--- src/rtl/core/bee_pkg.sv ---
// Package for the beam edge end adjust block: payload structs, register codes,
// reset values and the address width. No dependencies.
`timescale 1ns / 1ps

package bee_pkg;

  // One input word: beam geometry and camera angle.
  typedef struct packed {
    logic        [47:0] beam_dir_packed;
    logic        [47:0] cam_dir_packed;
    logic signed [31:0] start_x;
    logic signed [31:0] start_y;
    logic signed [31:0] start_z;
    logic signed [31:0] end_x;
    logic signed [31:0] end_y;
    logic signed [31:0] end_z;
    logic        [30:0] beam_length;
    logic signed [15:0] cam_angle;
  } item_t;

  // One result word.
  typedef struct packed {
    logic signed [31:0] render_x;
    logic signed [31:0] render_y;
    logic signed [31:0] render_z;
    logic               on_edge;
    logic               adjusted;
  } result_t;

  // Queue entry: the input word plus the front-end classification.
  typedef struct packed {
    item_t item;
    logic  adjusted;
  } entry_t;

  // Register indexes, taken from paddr[3:2].
  localparam logic [1:0] RegTolerance = 2'd0;
  localparam logic [1:0] RegEpsilon   = 2'd1;
  localparam logic [1:0] RegAdjust    = 2'd2;

  localparam int unsigned AddrW = 4;

  localparam logic signed [15:0] TolReset = 16'sd1638;
  localparam logic [14:0]        EpsReset = 15'd16;
  localparam logic [14:0]        AdjReset = 15'd1638;

endpackage

--- src/rtl/core/bee_front.sv ---
// Front end: takes one input word, classifies it against the tolerance and
// holds it until the queue has room. Depends on bee_pkg.
`timescale 1ns / 1ps

module bee_front (
  input  logic                      clk_i,
  input  logic                      rst_ni,
  input  logic                      start_i,
  input  bee_pkg::item_t            item_i,
  input  logic signed [15:0]        tol_i,
  input  logic                      full_i,
  output logic                      busy_o,
  output logic                      vld_o,
  output bee_pkg::entry_t           ent_o
);

  import bee_pkg::*;

  logic   vld_q, vld_d;
  entry_t ent_q;
  logic   accept;

  assign busy_o = vld_q & full_i;
  assign accept = start_i & ~busy_o;

  always_comb begin
    vld_d = vld_q;
    if (accept) begin
      vld_d = 1'b1;
    end else if (vld_q && !full_i) begin
      vld_d = 1'b0;
    end
  end

  always_ff @(posedge clk_i or negedge rst_ni) begin
    if (!rst_ni) begin
      vld_q <= 1'b0;
    end else begin
      vld_q <= vld_d;
    end
  end

  always_ff @(posedge clk_i) begin
    if (accept) begin
      ent_q.item     <= item_i;
      ent_q.adjusted <= (item_i.cam_angle < tol_i);
    end
  end

  assign vld_o = vld_q;
  assign ent_o = ent_q;

endmodule

--- config.mk ---
export PLATFORM = sky130hd
export DESIGN_NAME = bee_front
export DESIGN_NICKNAME = d
export VERILOG_FILES = /design/src/rtl/core/bee_pkg.sv /design/src/rtl/core/bee_front.sv
export SDC_FILE = /design/constraint.sdc
export NUM_CORES = 1
export LEC_CHECK = 0
export BUFFER_PORTS_ARGS = -buffer_cell sky130_fd_sc_hd__buf_2
export CAP_MARGIN = 25
export CORE_AREA = 2 2 272 274
export DETAILED_ROUTE_END_ITERATION = 10
export DIE_AREA = 0 0 274 276
export PLACE_DENSITY_LB_ADDON = 0.12
export REMOVE_ABC_BUFFERS = 1
export SYNTH_ARGS = -nofsm -noshare
export SYNTH_HDL_FRONTEND = slang
export SYNTH_SLANG_ARGS = --single-unit
--- constraint.sdc ---
create_clock -name clk_i -period 33 [get_ports clk_i]
set_input_delay 1.65 -clock clk_i [delete_from_list [all_inputs] [get_ports clk_i]]
set_output_delay 1.65 -clock clk_i [all_outputs]
set_load 0.05 [all_outputs]
== Word-level counts from Yosys, hierarchy flattened ==
Cells that the tools add are included.

* Add/sub/neg operators: 0
* Multipliers: 0
* Divide/modulo/power cells: 0
* $lt $le $gt $ge: 1
* Eq/ne operators: 0
* Shifts and indexed selects: 0
* Multiplexer cells: 2
* Bitwise operators: 3
* Reductions and logical operators: 3

{| class="wikitable"
|+ Operator list
! operator !! number
|-
| $lt A16 B16 Y1 || 1
|-
| $and A1 B1 Y1 || 2
|-
| $mux W1 || 2
|-
| $reduce_bool A2 Y1 || 1
|-
| $logic_and A1 B1 Y1 || 1
|-
| $logic_not A1 Y1 || 1
|-
| $not A1 Y1 || 1
|}

* Bits in registers: 337
* Latch bits: 0
* Memory bits (writable): 0
* Memory bits (read-only): 0
* Input port bits: 355
* Output and inout bits: 338
* Memories: 0

== Depth between registers and ports, before layout ==
* Word-level depth: 4
* Depth in mapped cells: 7
* Mapped depth without buffers: 7

== Worst setup path after synthesis ==
Ideal clock, no wire load.

* Path kind: input port to flip-flop
* Start: in full_i
* End: reg ent_q, in the netlist ent_o[0] (enable)
* Arrival time: 16,668 ps
* Data required time: 31,928 ps
* Slack: 15,260 ps
* Stages on the path: 2
* Path buffers: 0
* Cells stage by stage: and2_1 > nor2b_1

* Longest elaborated chain between the ends: 3

{| class="wikitable"
|+ RTL lines
! what !! line !! RTL
|-
| from (decl) || bee_front.sv:11 || <nowiki>input logic full_i,</nowiki>
|-
| $and A1 B1 Y1 || bee_front.sv:23 || <nowiki>assign busy_o = vld_q & full_i;</nowiki>
|-
| $not A1 Y1 || bee_front.sv:24 || <nowiki>assign accept = start_i & ~busy_o;</nowiki>
|-
| $and A1 B1 Y1 || bee_front.sv:24 ||
|-
| named net accept || bee_front.sv:21 || <nowiki>logic accept;</nowiki>
|-
| to (decl) || bee_front.sv:20 || <nowiki>entry_t ent_q;</nowiki>
|}

The timed path passes the listed nets, and every way through them passes these cells.
A chain may end at the register's enable or synchronous reset.

== Final worst setup path ==
* Start: in full_i
* End: reg ent_q, in the netlist ent_o[14] (enable)

The elaborated chain is that of the path after synthesis.

==> results.txt <==
----------------------------------------------------
[Status]
  Run status ... finished, final reports clean

[Synth]
  Fraction of registers with async set or reset after synthesis ... 0.2967%
  Distinct cell type count after synthesis ... 20
  Cell taking the most area after synthesis ... edfxtp_1
  Fraction of the yosys area taken by sequential cells ... 96.01%
  Cells after synthesis ... 393
  Post-synthesis sequential element count ... 337
  Cell area after synthesis ... 10,540 um2
  Top cells by count, synth ... edfxtp_1 (336), inv_1 (16), ha_1 (15), a21oi_1 (4)
  Top FF cell, synth ... edfxtp_1
  Most frequently used cell type in the post-synthesis netlist ... edfxtp_1
  Warnings from Yosys ... 0
  Portion of synthesized cell area occupied by the leading cell type ... 95.77%
  Mean area per synthesized cell ... 26.81 um2
  Most area-consuming cells after synthesis ... edfxtp_1 (96%), ha_1 (1.8%), inv_1 (0.57%)
  Number of enable-type register cells in the synthesized netlist ... 336

[Detailed routing]
  Count of routing violations after the opening detailed-route iteration ... 281
  DRC viols ... 0
  Final antenna-violating net count ... 0
  Count of TritonRoute iterations in the first routing pass ... 4
  Detailed-route via count ... 6,678
  Wire per inst ... 18.84 um
  Overall routed net length ... 40,080 um
  Via-per-instance ratio ... 3.140

[Worst hold path]
  WHS Endpoint ... vld_o$_DFFE_PN0P_
  Critical hold path startpoint ... vld_o$_DFFE_PN0P_
  Min-Delay Path Depth ... 2
  Classification of the worst-slack hold path ... flop to flop

[STA]
  Worst-case headroom to the max-slew limit ... 33.00%
  Post-layout minimum cycle time ... 4.158 ns
  Final setup skew ... 0.01223 ns
  Setup TNS ... 0 ns
  Final critical-path share of the clock period ... 12.60%
  Maximum clock frequency ... 240.5 MHz
  Unrepaired setup endpoints after global routing ... false
  Final number of max-transition violations ... 0
  Final Setup Violations ... 0
  Count of final hold-check violations ... 0
  Slew at the pin with the worst max-slew slack ... 1.005 ns

[Place]
  Count of buffers from port buffering ... 692
  Final weighted congestion of routability-driven global placement ... 0.7738
  HPWL Detailed ... 31,430 um
  Number of placed instances with taps included ... 2,048

[Power and ir drop]
  Proportion of power drawn by combinational gates ... 12.6%
  Clock Power Share ... 42.8%
  LEAKAGE ... 6.946 nW
  Maximum ir drop on the vdd rail ... 0.00003458 V
  Switching part of the total power ... 26.79%
  Sequential fraction of design power ... 44.6%
  Switching power total ... 0.0003037 W
  Cell-internal power ... 0.0008301 W
  Cell area power density ... 67.86 nW/um2

[Critical path]
  Worst R2R Setup Slack ... 29.65 ns
  End of the worst register-to-register path ... ent_o[14]$_DFFE_PP_
  Critical Path End Type ... flop
  CP Launch Type ... input pin
  Data arrival time of the worst path ... 4.33 ns
  Setup Crit Path Kind ... input pin to flop
  Maximum fanout count along the critical path ... 143
  RR Startpoint ... vld_o$_DFFE_PN0P_
  R2r worst-path depth ... 5
  Data required time of the worst path ... 33.17 ns

[Layout]
  Area overhead of the layout relative to synthesis ... 58.59%
  Post-route non-filler standard cell count ... 2,127
  Final layout net count ... 1,504
  Proportion of layout cells with a drive suffix above 1 ... 65.78%

[Die]
  Area of the die ... 75,620 um2
  Count of boundary I/O pins ... 693
  Floorplan core area ... 72,590 um2
  Standard-cell rows ... 99
  Height of the die ... 276 um
  Die extent in x ... 274 um
  Starting density of the core ... 14.51%

[Global route]
  GRT overflow ... 0
  First-pass GRT wire length ... 54,720 um
  Number of global-route vias before repair ... 7,374
  Initial antenna violation count ... 9
  All-Layer GR Usage ... 10.14%
  Pin count of the biggest net entering global routing ... 144

[Flow run]
  Max Cap Viol ... 0

[Clocking]
  Number of levels in the clock H-tree ... 2
  Clock tree from TritonCTS ... done
  Deepest clock path buffer count ... 3
  Clock Sinks ... 337
  # resized after CTS ... 0
  Number of clock buffers inserted by TritonCTS ... 43
  Clock Latency Late Sink ... 0.55 ns
  Clock transition at the registers of the reported paths ... 0.06 ns
  Number of buffers inserted by post-CTS setup repair ... 0
  Count of hold-fix buffers inserted at cts ... 0
  Root buf cell ... clkbuf_16

----------------------------------------------------
## layout make-up
type	count	area, um2
clock inverter	21	236.5
timing repair buffer	696	3506
clock buffer	56	1217
multi-input combinational	40	367.9
fill	7835	55880
sequential	337	10110
tap	959	1200
antenna	2	5.005
inverter	16	60.06
## worst max-delay path: stages
cell	delay (ns)
buf_2	0.09
and2_1	0.19
nor2b_4	0.14
buf_12	0.48
buf_4	0.73
buf_4	0.81
## logic make-up (layout without fill, tap and decap cells)
logic type	Yosys count	count (layout)	synth area share, %
AOI/OAI and AO/OA	11	11	0.7363
adders and majority gates	15	15	1.781
buffers and inverters	16	789	0.5701
DFF	337	337	96.01
muxes	1	1	0.09502
other	0	2	0
and+or+nand+nor	13	13	0.8078
## routing by layer
| metal | wire (um) | GRT usage (%) | part of all wire, % | up-vias |
|---|---|---|---|---|
| met5 | 51 | 0 | 0.13 | - |
| met4 | 1075 | 3.637 | 2.7 | 8 |
| met3 | 3390 | 3.517 | 8.5 | 71 |
| met2 | 21730 | 19.00 | 54 | 312 |
| met1 | 13830 | 10.25 | 35 | 3213 |
| li1 | - | - | - | 3074 |
## power groups by stage
| stage | clock network [W] | registers [W] | logic [W] |
|---|---|---|---|
| 2_1_floorplan | 0 | 0.000608 | 0.0000112 |
| 3_3_place_gp | 0 | 0.000515 | 0.000146 |
| 3_5_place_dp | 0 | 0.000515 | 0.000146 |
| 4_1_cts | 0.000509 | 0.000506 | 0.000146 |
| 5_1_grt | 0.000521 | 0.000508 | 0.000150 |
| 6_report | 0.000485 | 0.000506 | 0.000143 |
## worst max path at each step
| stage | end | slack (ns) | start |
|---|---|---|---|
| 2_1_floorplan | ent_o[0]$_DFFE_PP_ | 15.26 | full_i |
| 3_3_place_gp | ent_o[116]$_DFFE_PP_ | 28.21 | full_i |
| 3_5_place_dp | ent_o[116]$_DFFE_PP_ | 28.20 | full_i |
| 4_1_cts | ent_o[0]$_DFFE_PP_ | 28.82 | full_i |
| 5_1_grt | ent_o[0]$_DFFE_PP_ | 28.60 | full_i |
| 6_report | ent_o[14]$_DFFE_PP_ | 28.84 | full_i |
## cells in the final DEF, fill, tap and decap left out, types with 2 or more instances in the layout
cell type  count
clkbuf_8       5
clkinv_1       6
bufinv_16      5
buf_2        692
inv_1         16
nand4_1        2
ha_1          15
a21oi_1        4
clkinv_2       6
clkbuf_1       6
and4_1         2
a21o_1         3
diode_2        2
clkinv_4       2
edfxtp_1     336
buf_4          3
nand2_1        3
clkbuf_16     45
## per-stage QoR
step	cell area (um2)	power, W	utilization, %	hold slack (ns)	setup slack, ns
2_1_floorplan	10540	0.0006190	-	1.338	15.26
3_5_place_dp	15250	0.0006606	21.01	0.7140	28.20
5_1_grt	16710	0.001179	23.02	0.8005	28.60
6_report	16710	0.001134	23.02	0.7408	28.84
3_3_place_gp	15250	0.0006606	21.01	0.6845	28.21
4_1_cts	16700	0.001161	23.01	0.7317	28.82
## registers in the layout (all words and copies together), names as in the netlist
name and cells:
ent_o 336, vld_o 1
(Power assumes the default switching activity.)
