$ cat config.mk
export PLATFORM = sky130hd
export DESIGN_NAME = bee_fifo
export DESIGN_NICKNAME = d
export VERILOG_FILES = /design/src/rtl/core/bee_pkg.sv /design/src/rtl/core/bee_fifo.sv
export SDC_FILE = /design/constraint.sdc
export NUM_CORES = 1
export LEC_CHECK = 0
export ABC_AREA = 1
export BUFFER_PORTS_ARGS = -buffer_cell sky130_fd_sc_hd__buf_2
export CAP_MARGIN = 30
export CORE_AREA = 4 4 263 265
export CTS_BUF_LIST = sky130_fd_sc_hd__clkbuf_2 sky130_fd_sc_hd__clkbuf_4 sky130_fd_sc_hd__clkbuf_8
export CTS_CLUSTER_SIZE = 24
export DETAILED_ROUTE_END_ITERATION = 8
export DIE_AREA = 0 0 267 269
export PLACE_DENSITY_LB_ADDON = 0.15
export REMOVE_ABC_BUFFERS = 1
export SLEW_MARGIN = 20
export SYNTH_ARGS = -nofsm -noshare
export SYNTH_HDL_FRONTEND = slang
export SYNTH_SLANG_ARGS = --single-unit
$ cat constraint.sdc
create_clock -name clk_i -period 17.9 [get_ports clk_i]
set_input_delay 0.895 -clock clk_i [delete_from_list [all_inputs] [get_ports clk_i]]
set_output_delay 0.895 -clock clk_i [all_outputs]
set_load 0.05 [all_outputs]
$ cat src/rtl/core/bee_pkg.sv
// Package for the beam edge end adjust block: payload structs, register codes,
// reset values and the address width. No dependencies.
`timescale 1ns / 1ps

package bee_pkg;

  // One input word: beam geometry and camera angle.
  typedef struct packed {
    logic        [47:0] beam_dir_packed;
    logic        [47:0] cam_dir_packed;
    logic signed [31:0] start_x;
    logic signed [31:0] start_y;
    logic signed [31:0] start_z;
    logic signed [31:0] end_x;
    logic signed [31:0] end_y;
    logic signed [31:0] end_z;
    logic        [30:0] beam_length;
    logic signed [15:0] cam_angle;
  } item_t;

  // One result word.
  typedef struct packed {
    logic signed [31:0] render_x;
    logic signed [31:0] render_y;
    logic signed [31:0] render_z;
    logic               on_edge;
    logic               adjusted;
  } result_t;

  // Queue entry: the input word plus the front-end classification.
  typedef struct packed {
    item_t item;
    logic  adjusted;
  } entry_t;

  // Register indexes, taken from paddr[3:2].
  localparam logic [1:0] RegTolerance = 2'd0;
  localparam logic [1:0] RegEpsilon   = 2'd1;
  localparam logic [1:0] RegAdjust    = 2'd2;

  localparam int unsigned AddrW = 4;

  localparam logic signed [15:0] TolReset = 16'sd1638;
  localparam logic [14:0]        EpsReset = 15'd16;
  localparam logic [14:0]        AdjReset = 15'd1638;

endpackage

$ cat src/rtl/core/bee_fifo.sv
// Short queue between front and back end; the back end drains one entry
// per cycle whenever one is present. Depends on bee_pkg.
`timescale 1ns / 1ps

module bee_fifo #(
  parameter int unsigned Depth = 2
) (
  input  logic            clk_i,
  input  logic            rst_ni,
  input  logic            vld_i,
  input  bee_pkg::entry_t ent_i,
  output logic            full_o,
  output logic            vld_o,
  output bee_pkg::entry_t ent_o
);

  import bee_pkg::*;

  localparam int unsigned PtrW = (Depth > 1) ? $clog2(Depth) : 1;
  localparam int unsigned CntW = $clog2(Depth + 1);

  entry_t          mem [Depth];
  logic [PtrW-1:0] wr_q, wr_d, rd_q, rd_d;
  logic [CntW-1:0] cnt_q, cnt_d;
  logic            push, pop;

  assign full_o = (cnt_q == CntW'(Depth));
  assign vld_o  = (cnt_q != '0);
  assign push   = vld_i & ~full_o;
  assign pop    = vld_o;
  assign ent_o  = mem[rd_q];

  always_comb begin
    wr_d  = wr_q;
    rd_d  = rd_q;
    cnt_d = cnt_q;
    if (push) begin
      wr_d = (wr_q == PtrW'(Depth - 1)) ? '0 : wr_q + PtrW'(1);
    end
    if (pop) begin
      rd_d = (rd_q == PtrW'(Depth - 1)) ? '0 : rd_q + PtrW'(1);
    end
    if (push && !pop) begin
      cnt_d = cnt_q + CntW'(1);
    end else if (pop && !push) begin
      cnt_d = cnt_q - CntW'(1);
    end
  end

  always_ff @(posedge clk_i or negedge rst_ni) begin
    if (!rst_ni) begin
      wr_q  <= '0;
      rd_q  <= '0;
      cnt_q <= '0;
    end else begin
      wr_q  <= wr_d;
      rd_q  <= rd_d;
      cnt_q <= cnt_d;
    end
  end

  always_ff @(posedge clk_i) begin
    if (push) begin
      mem[wr_q] <= ent_i;
    end
  end

endmodule

Word-level counts from Yosys, hierarchy flattened
Memories as Yosys holds them, arrays and structs flattened.
Index checks and enable logic that the tools add are counted.
{"block": "totals", "n_memories": 1, "elab_cells": 23, "regBits": 4, "mem_bits_rw": 672}
{"memory": "mem", "depth": 2, "word_bits": 336, "rd": 1, "rd_ports_with_merged_regs": 0, "wr": 1, "line_no": "bee_fifo.sv:22", "rtl": "entry_t mem [Depth];"}
{"block": "classes", "n_addsub": 4, "reduce_logical": 6, "n_eq_ne": 1, "muxes": 6, "n_bitwise": 2}
{"cell": "$mux 1", "count": 4}
{"cell": "$mux 2", "count": 2}
{"cell": "$reduce_bool 2->1", "count": 2}
{"cell": "$add 1x1->1 const B", "count": 2}
{"cell": "$add 2x1->2 const B", "count": 1}
{"cell": "$eq 2x2->1 const B", "count": 1}
{"cell": "$logic_and 1x1->1", "count": 2}
{"cell": "$logic_not 1->1", "count": 2}
{"cell": "$sub 2x1->2 const B", "count": 1}
{"cell": "$and 1x1->1", "count": 1}
{"cell": "$not 1->1", "count": 1}

Longest topological paths before layout
Gate-level depths: netlist of run 1.
{"block": "depth", "depth_word": 7, "mapped_depth": 9}

Worst setup path after synthesis of run 1
No wires, ideal clock.
{"block": "synth_timing", "path_type": "input -> register", "start": "in vld_i", "end": "mem mem[1][0] in the netlist's numbering, enable pin", "setup_time_ps": 1041, "cell_stages": 2, "t_arrival_ps": 14906, "required_ps": 16859, "setup_slack_ps": 1953, "n_path_buf": 0, "path_cell_list": "o21ai_0 -> nor2_1"}
{"block": "synth_between", "elab_chain_cells": 3}
{"item": "start, declared", "line_no": "bee_fifo.sv:10", "rtl": "input logic vld_i,"}
{"item": "$and 1x1->1", "line_no": "bee_fifo.sv:29", "rtl": "assign push = vld_i & ~full_o;"}
{"item": "$mux 1", "line_no": "bee_fifo.sv:63", "rtl": "if (push) begin"}
{"item": "$mux 1 (not written as such)", "line_no": "bee_fifo.sv:64", "rtl": "mem[wr_q] <= ent_i;"}
{"item": "end, declared", "line_no": "bee_fifo.sv:22"}
No other way between the ends.

==> metrics.yaml, run 1 <==
arrival_ns: 3.30
cts_post_setup_buffers_inserted: 0
dp_hpwl_mm: 46.4
area_growth_pct: 27.0
clock_path_buffers: 3
die_y_um: 269
rsz0062_at_grt: "false"
drive_gt1_frac: 0.333
drcViolationCount: 0
cts.htree.levels: 3
track_usage: 0.180
setup_viol_count_final: 0
grt_max_degree: 159
slowest_stage: "buf_4"
period_share: 0.234
power_frac_comb: 0.463
post-place-cells: 3281
die_area_sq_um: 71800
worst_ir_drop_vdd_v: 0.000158
start_util: 0.368
drv_cap: 0
core_sq_um: 66800
grt_first_pass_wirelength_mm: 97.1
synth-warning-count: 0
power.density_nw_per_um2: 208
finalNetCount: 2865
p_int_w: 0.00338
routed.top_layer: "met5"
boundaryPins: 677
cts_root_buf: "clkbuf_8"
rows: 95
maxSlewHeadroom: 0.398
seqPwrFrac: 0.344
wl_met3_mm: 4.82
fmax_ghz: 0.238
fin_tns_setup_ns: 0
start_kind: "flop"
ys_seq_area_frac: 0.824
antenna_found_initial: 24
cts_tree: "built"
syn_inst: 1784
num_vias: 15800
ant_nets: 0
ys_types: 15
swShare: 0.481
wl_met1_mm: 25.3
crit_path_cell_trace: "buf_4 > buf_16 > buf_4 > nand2_1 > nand2_1 > buf_2"
grt_pass1_vias: 16000
firstDrtPassIters: 5
critPathRequiredTime_ns: 17.01
final_util: 0.468
cts.reportedPaths.clkPinSlew_ns: 0.06
drtIter0Drc: 1024
clk_latency_ns: 0.69
layout_commonest_cell: "nand2_1"
switching_power_w: 0.00313
route.met2.wl_mm: 36.3
worstSetupPathType: "flop to output pin"
hold_buffers: 1
cts_sinks: 676
syn_area_per_cell_sq_um: 13.8
cpPeakStageDelay_ns: 0.70
skew_ns: 0.0385
period_needed_ns: 4.19
slew_viol_final: 0
clock_power_share: 0.194
cts_inserted_buffers: 109
tightest_slew_ns: 0.903
grt_overflow: 0
p_leak_nw: 13.4
mostFrequentLayoutCells: "nand2_1, buf_2, edfxtp_1"
path_max_fanout: 67
finalWirelength_mm: 68.4
worst_hold_path_type: "input port to flop"
mappedNetlistArea_sq_um: 24600
port_buffers: 676
setup_slack_ns: 13.71
gp_congestion: 0.843
status: "complete, no violations"
power.total_w: 0.00650
ctsResizeCount: 0
endpoint_kind: "output pin"
yosys_register_bits: 676
die_w_um: 267
wl_per_cell_um: 19.5
pre_cts_ws_ns: 13.62
vias_per_cell: 4.52
hold_viol: 0
stdcell_count: 3498
## stage by stage
| stage | instance area (sq um) | hold slack [ns] |
|---|---|---|
| final | 31300 | 0.386 |
| after global routing | 31200 | 0.314 |
| after CTS | 31100 | 0.283 |
| after detailed placement | 29000 | 0.470 |
| after global placement | 28800 | 0.467 |
| after floorplan | 24200 | 0.449 |
## registers in the layout (all words and copies together), names as in the netlist
name and flops:
mem 672, cnt_q 2, rd_q 1, wr_q 1
## worst paths after layout
kind | startpoint | to | slack [ns] | cells after the start
worst min register to register | wr_q | wr_q | 0.48 | 2
min in group asynchronous | rst_ni | cnt_q[1] | 0.62 | 2
worst max register to register | cnt_q[1] | mem[1][77] | 14.35 | 8
max in group asynchronous | rst_ni | rd_q | 17.11 | 2
worst min-delay path | ent_i[80] | mem[0][80] | 0.39 | 1
worst max-delay path | rd_q | ent_o[172] | 13.71 | 6
## layer usage
metal  track usage  up-vias
met1         0.200     7592
met3        0.0568      116
met2         0.322      521
met4        0.0720       14
li1              -     7555
met5             0        -
## power by group through the flow
stage	logic, W	registers, W	clock network [W]
after CTS	0.00303	0.00224	0.00130
after global placement	0.00298	0.00227	0
after floorplan	0.00216	0.00249	0
final	0.00301	0.00224	0.00126
after detailed placement	0.00303	0.00227	0
after global routing	0.00318	0.00226	0.00138
## cell type report
cell class              count  area, sq um
flip-flops and latches    676        20300
clock buffers             148         1810
repair buffers            704         3840
well taps                 873         1090
multi-input cells        1025         3880
inverters                   9         48.8
diodes                     15         37.5
fillers                  6101        35500
clock inverters            48          265
## worst max-delay path: cells and delay by family, from the launching register on
family                 cells  cell delay (ns)
and+or+nand+nor            2             0.32
DFF                        1             0.55
buffers and inverters      4             1.65
## logic make-up after synthesis
kind of cell             after synthesis  share of synthesized area
AO/OA/AOI/OAI                          1                   0.000203
XOR/XNOR                               2                   0.000712
adder cells (fa/ha/maj)                1                   0.000508
buffers and inverters                 83                     0.0187
flip-flops                           676                      0.824
AND/OR/NAND/NOR                     1021                      0.156
## cells in the mapped netlist, drive strengths merged
master / instances / area, sq um
xor2: 1 / 8.76
ha: 1 / 12.5
edfxtp: 672 / 20200
nor2: 4 / 15.0
nand4: 1 / 6.26
buf: 65 / 393
clkbuf: 9 / 33.8
dfrtp: 4 / 100
o21ai: 1 / 5.00
nand2: 1015 / 3810
nand3: 1 / 5.00
inv: 9 / 33.8
xnor2: 1 / 8.76
No activity file was read; power rests on OpenSTA's default activity.
==> run 2: changes to the inputs <==
--- a/config.mk
+++ b/config.mk
@@ -8,11 +8,11 @@
 export ABC_AREA = 1
 export BUFFER_PORTS_ARGS = -buffer_cell sky130_fd_sc_hd__buf_2
 export CAP_MARGIN = 30
-export CORE_AREA = 4 4 263 265
+export CORE_AREA = 4 4 258 260
 export CTS_BUF_LIST = sky130_fd_sc_hd__clkbuf_2 sky130_fd_sc_hd__clkbuf_4 sky130_fd_sc_hd__clkbuf_8
 export CTS_CLUSTER_SIZE = 24
 export DETAILED_ROUTE_END_ITERATION = 8
-export DIE_AREA = 0 0 267 269
+export DIE_AREA = 0 0 262 264
 export PLACE_DENSITY_LB_ADDON = 0.15
 export REMOVE_ABC_BUFFERS = 1
 export SLEW_MARGIN = 20
==> constraint.sdc (replaced) <==
create_clock -name clk_i -period 3.4 [get_ports clk_i]
set_input_delay 0.17 -clock clk_i [delete_from_list [all_inputs] [get_ports clk_i]]
set_output_delay 0.17 -clock clk_i [all_outputs]
set_load 0.05 [all_outputs]
==> metrics.yaml, run 2 (synthesis results as in run 1) <==
skew_ns: 0.0362
period_needed_ns: 2.84
stdcell_count: 3801
cts_inserted_buffers: 111
dp_hpwl_mm: 46.1
drcViolationCount: 0
arrival_ns: 2.67
hold_viol: 0
seqPwrFrac: 0.343
finalNetCount: 3203
track_usage: 0.195
slew_viol_final: 0
die_w_um: 262
post-place-cells: 3266
ant_nets: 0
setup_slack_ns: 0.559
start_kind: "flop"
vias_per_cell: 4.51
grt_max_degree: 180
reg_top3: "mem x672, cnt_q x2"
boundaryPins: 677
grt_overflow: 0
period_share: 0.836
cts_sinks: 676
finalWirelength_mm: 69.4
worst_hold_path_type: "input port to flop"
cpPeakStageDelay_ns: 0.54
ctsResizeCount: 0
core_sq_um: 64100
regMostFlops: "mem"
area_growth_pct: 40.1
slowest_stage: "dfrtp_4"
critPathRequiredTime_ns: 3.23
drv_cap: 0
cts.htree.levels: 3
grt_pass1_vias: 18000
switching_power_w: 0.0164
maxSlewHeadroom: 0.340
largest_reg_flops: 672
clock_power_share: 0.191
worstSetupPathType: "flop to output pin"
worst_ir_drop_vdd_v: 0.000745
final_util: 0.538
p_leak_nw: 14.8
num_vias: 17200
cts_tree: "built"
fmax_ghz: 0.352
layout_commonest_cell: "nand2_1"
die_area_sq_um: 69200
firstDrtPassIters: 5
n_fill_cell: 5490
pre_cts_ws_ns: 1.18
path_max_fanout: 111
power.density_nw_per_um2: 996
rows: 93
gp_congestion: 0.882
worst-path-buf-inv: 3
wl_per_cell_um: 18.3
cts.reportedPaths.clkPinSlew_ns: 0.06
start_util: 0.384
grt_first_pass_wirelength_mm: 104
port_buffers: 676
mostFrequentLayoutCells: "nand2_1, buf_2, edfxtp_1"
power_frac_comb: 0.466
endpoint_kind: "output pin"
status: "complete, no violations"
rsz0062_at_grt: "false"
fin_tns_setup_ns: 0
cts_root_buf: "clkbuf_8"
die_y_um: 264
cp_common_cell: "nand2_1"
setup_viol_count_final: 0
clk_latency_ns: 0.68
drive_gt1_frac: 0.295
antenna_found_initial: 6
tightest_slew_ns: 0.990
drtIter0Drc: 1049
clock_path_buffers: 3
p_int_w: 0.0180
crit_path_cell_trace: "inv_8 > buf_12 > nand2_1 > nand2_1 > buf_2"
swShare: 0.476
cp_top_family: "buffers and inverters"
## run 2: worst paths after layout
path                       startpoint     endpoint  slack (ns)  cells after the start
max reg2reg                  cnt_q[1]  mem[0][116]        1.17                      6
min in group asynchronous      rst_ni     cnt_q[1]        0.48                      3
max                              rd_q    ent_o[40]        0.56                      5
min                        ent_i[210]  mem[1][210]        0.21                      2
max in group asynchronous      rst_ni         rd_q        2.70                      3
min reg2reg                      wr_q         wr_q        0.48                      2
## run 2: area by class of cell
| cell class | instances | area [sq um] | share of cell area |
|---|---|---|---|
| clock inverters | 39 | 220 | 0.00638 |
| clock buffers | 151 | 1830 | 0.0532 |
| flip-flops and latches | 676 | 20300 | 0.588 |
| inverters | 9 | 48.8 | 0.00141 |
| diodes | 6 | 15.0 | 0.000435 |
| multi-input cells | 1025 | 3880 | 0.112 |
| repair buffers | 1040 | 7140 | 0.207 |
| well taps | 855 | 1070 | 0.0310 |
## run 2: metal layers
metal | routed length [um] | track usage | share of wire | up-vias
li1 | - | - | - | 8218
met1 | 25300 | 0.219 | 0.36 | 8141
met2 | 36100 | 0.346 | 0.52 | 628
met3 | 5180 | 0.0557 | 0.075 | 165
met4 | 2800 | 0.0831 | 0.040 | 2
met5 | 13 | 0 | 0.00019 | -
## run 2: power groups by stage
stage                     clock network [W]  registers [W]  logic [W]
after floorplan                           0         0.0116    0.00749
after global placement                    0         0.0119     0.0158
after detailed placement                  0         0.0119     0.0158
after CTS                           0.00678         0.0118     0.0162
after global routing                0.00718         0.0119     0.0170
final                               0.00655         0.0118     0.0160
## run 2: per-stage QoR
stage / total power, W / cell area, sq um / hold WS, ns
after global routing: 0.0361 / 34500 / 0.144
after detailed placement: 0.0278 / 29000 / -0.0168
after floorplan: 0.0191 / 24200 / -0.126
after CTS: 0.0348 / 34500 / 0.111
after global placement: 0.0277 / 29000 / -0.0165
final: 0.0344 / 34500 / 0.213
## run 2: what timing repair did
item,CTS,global route
endpoints found under the hold margin,678,0
setup buffers,0,0
hold buffers,339,0
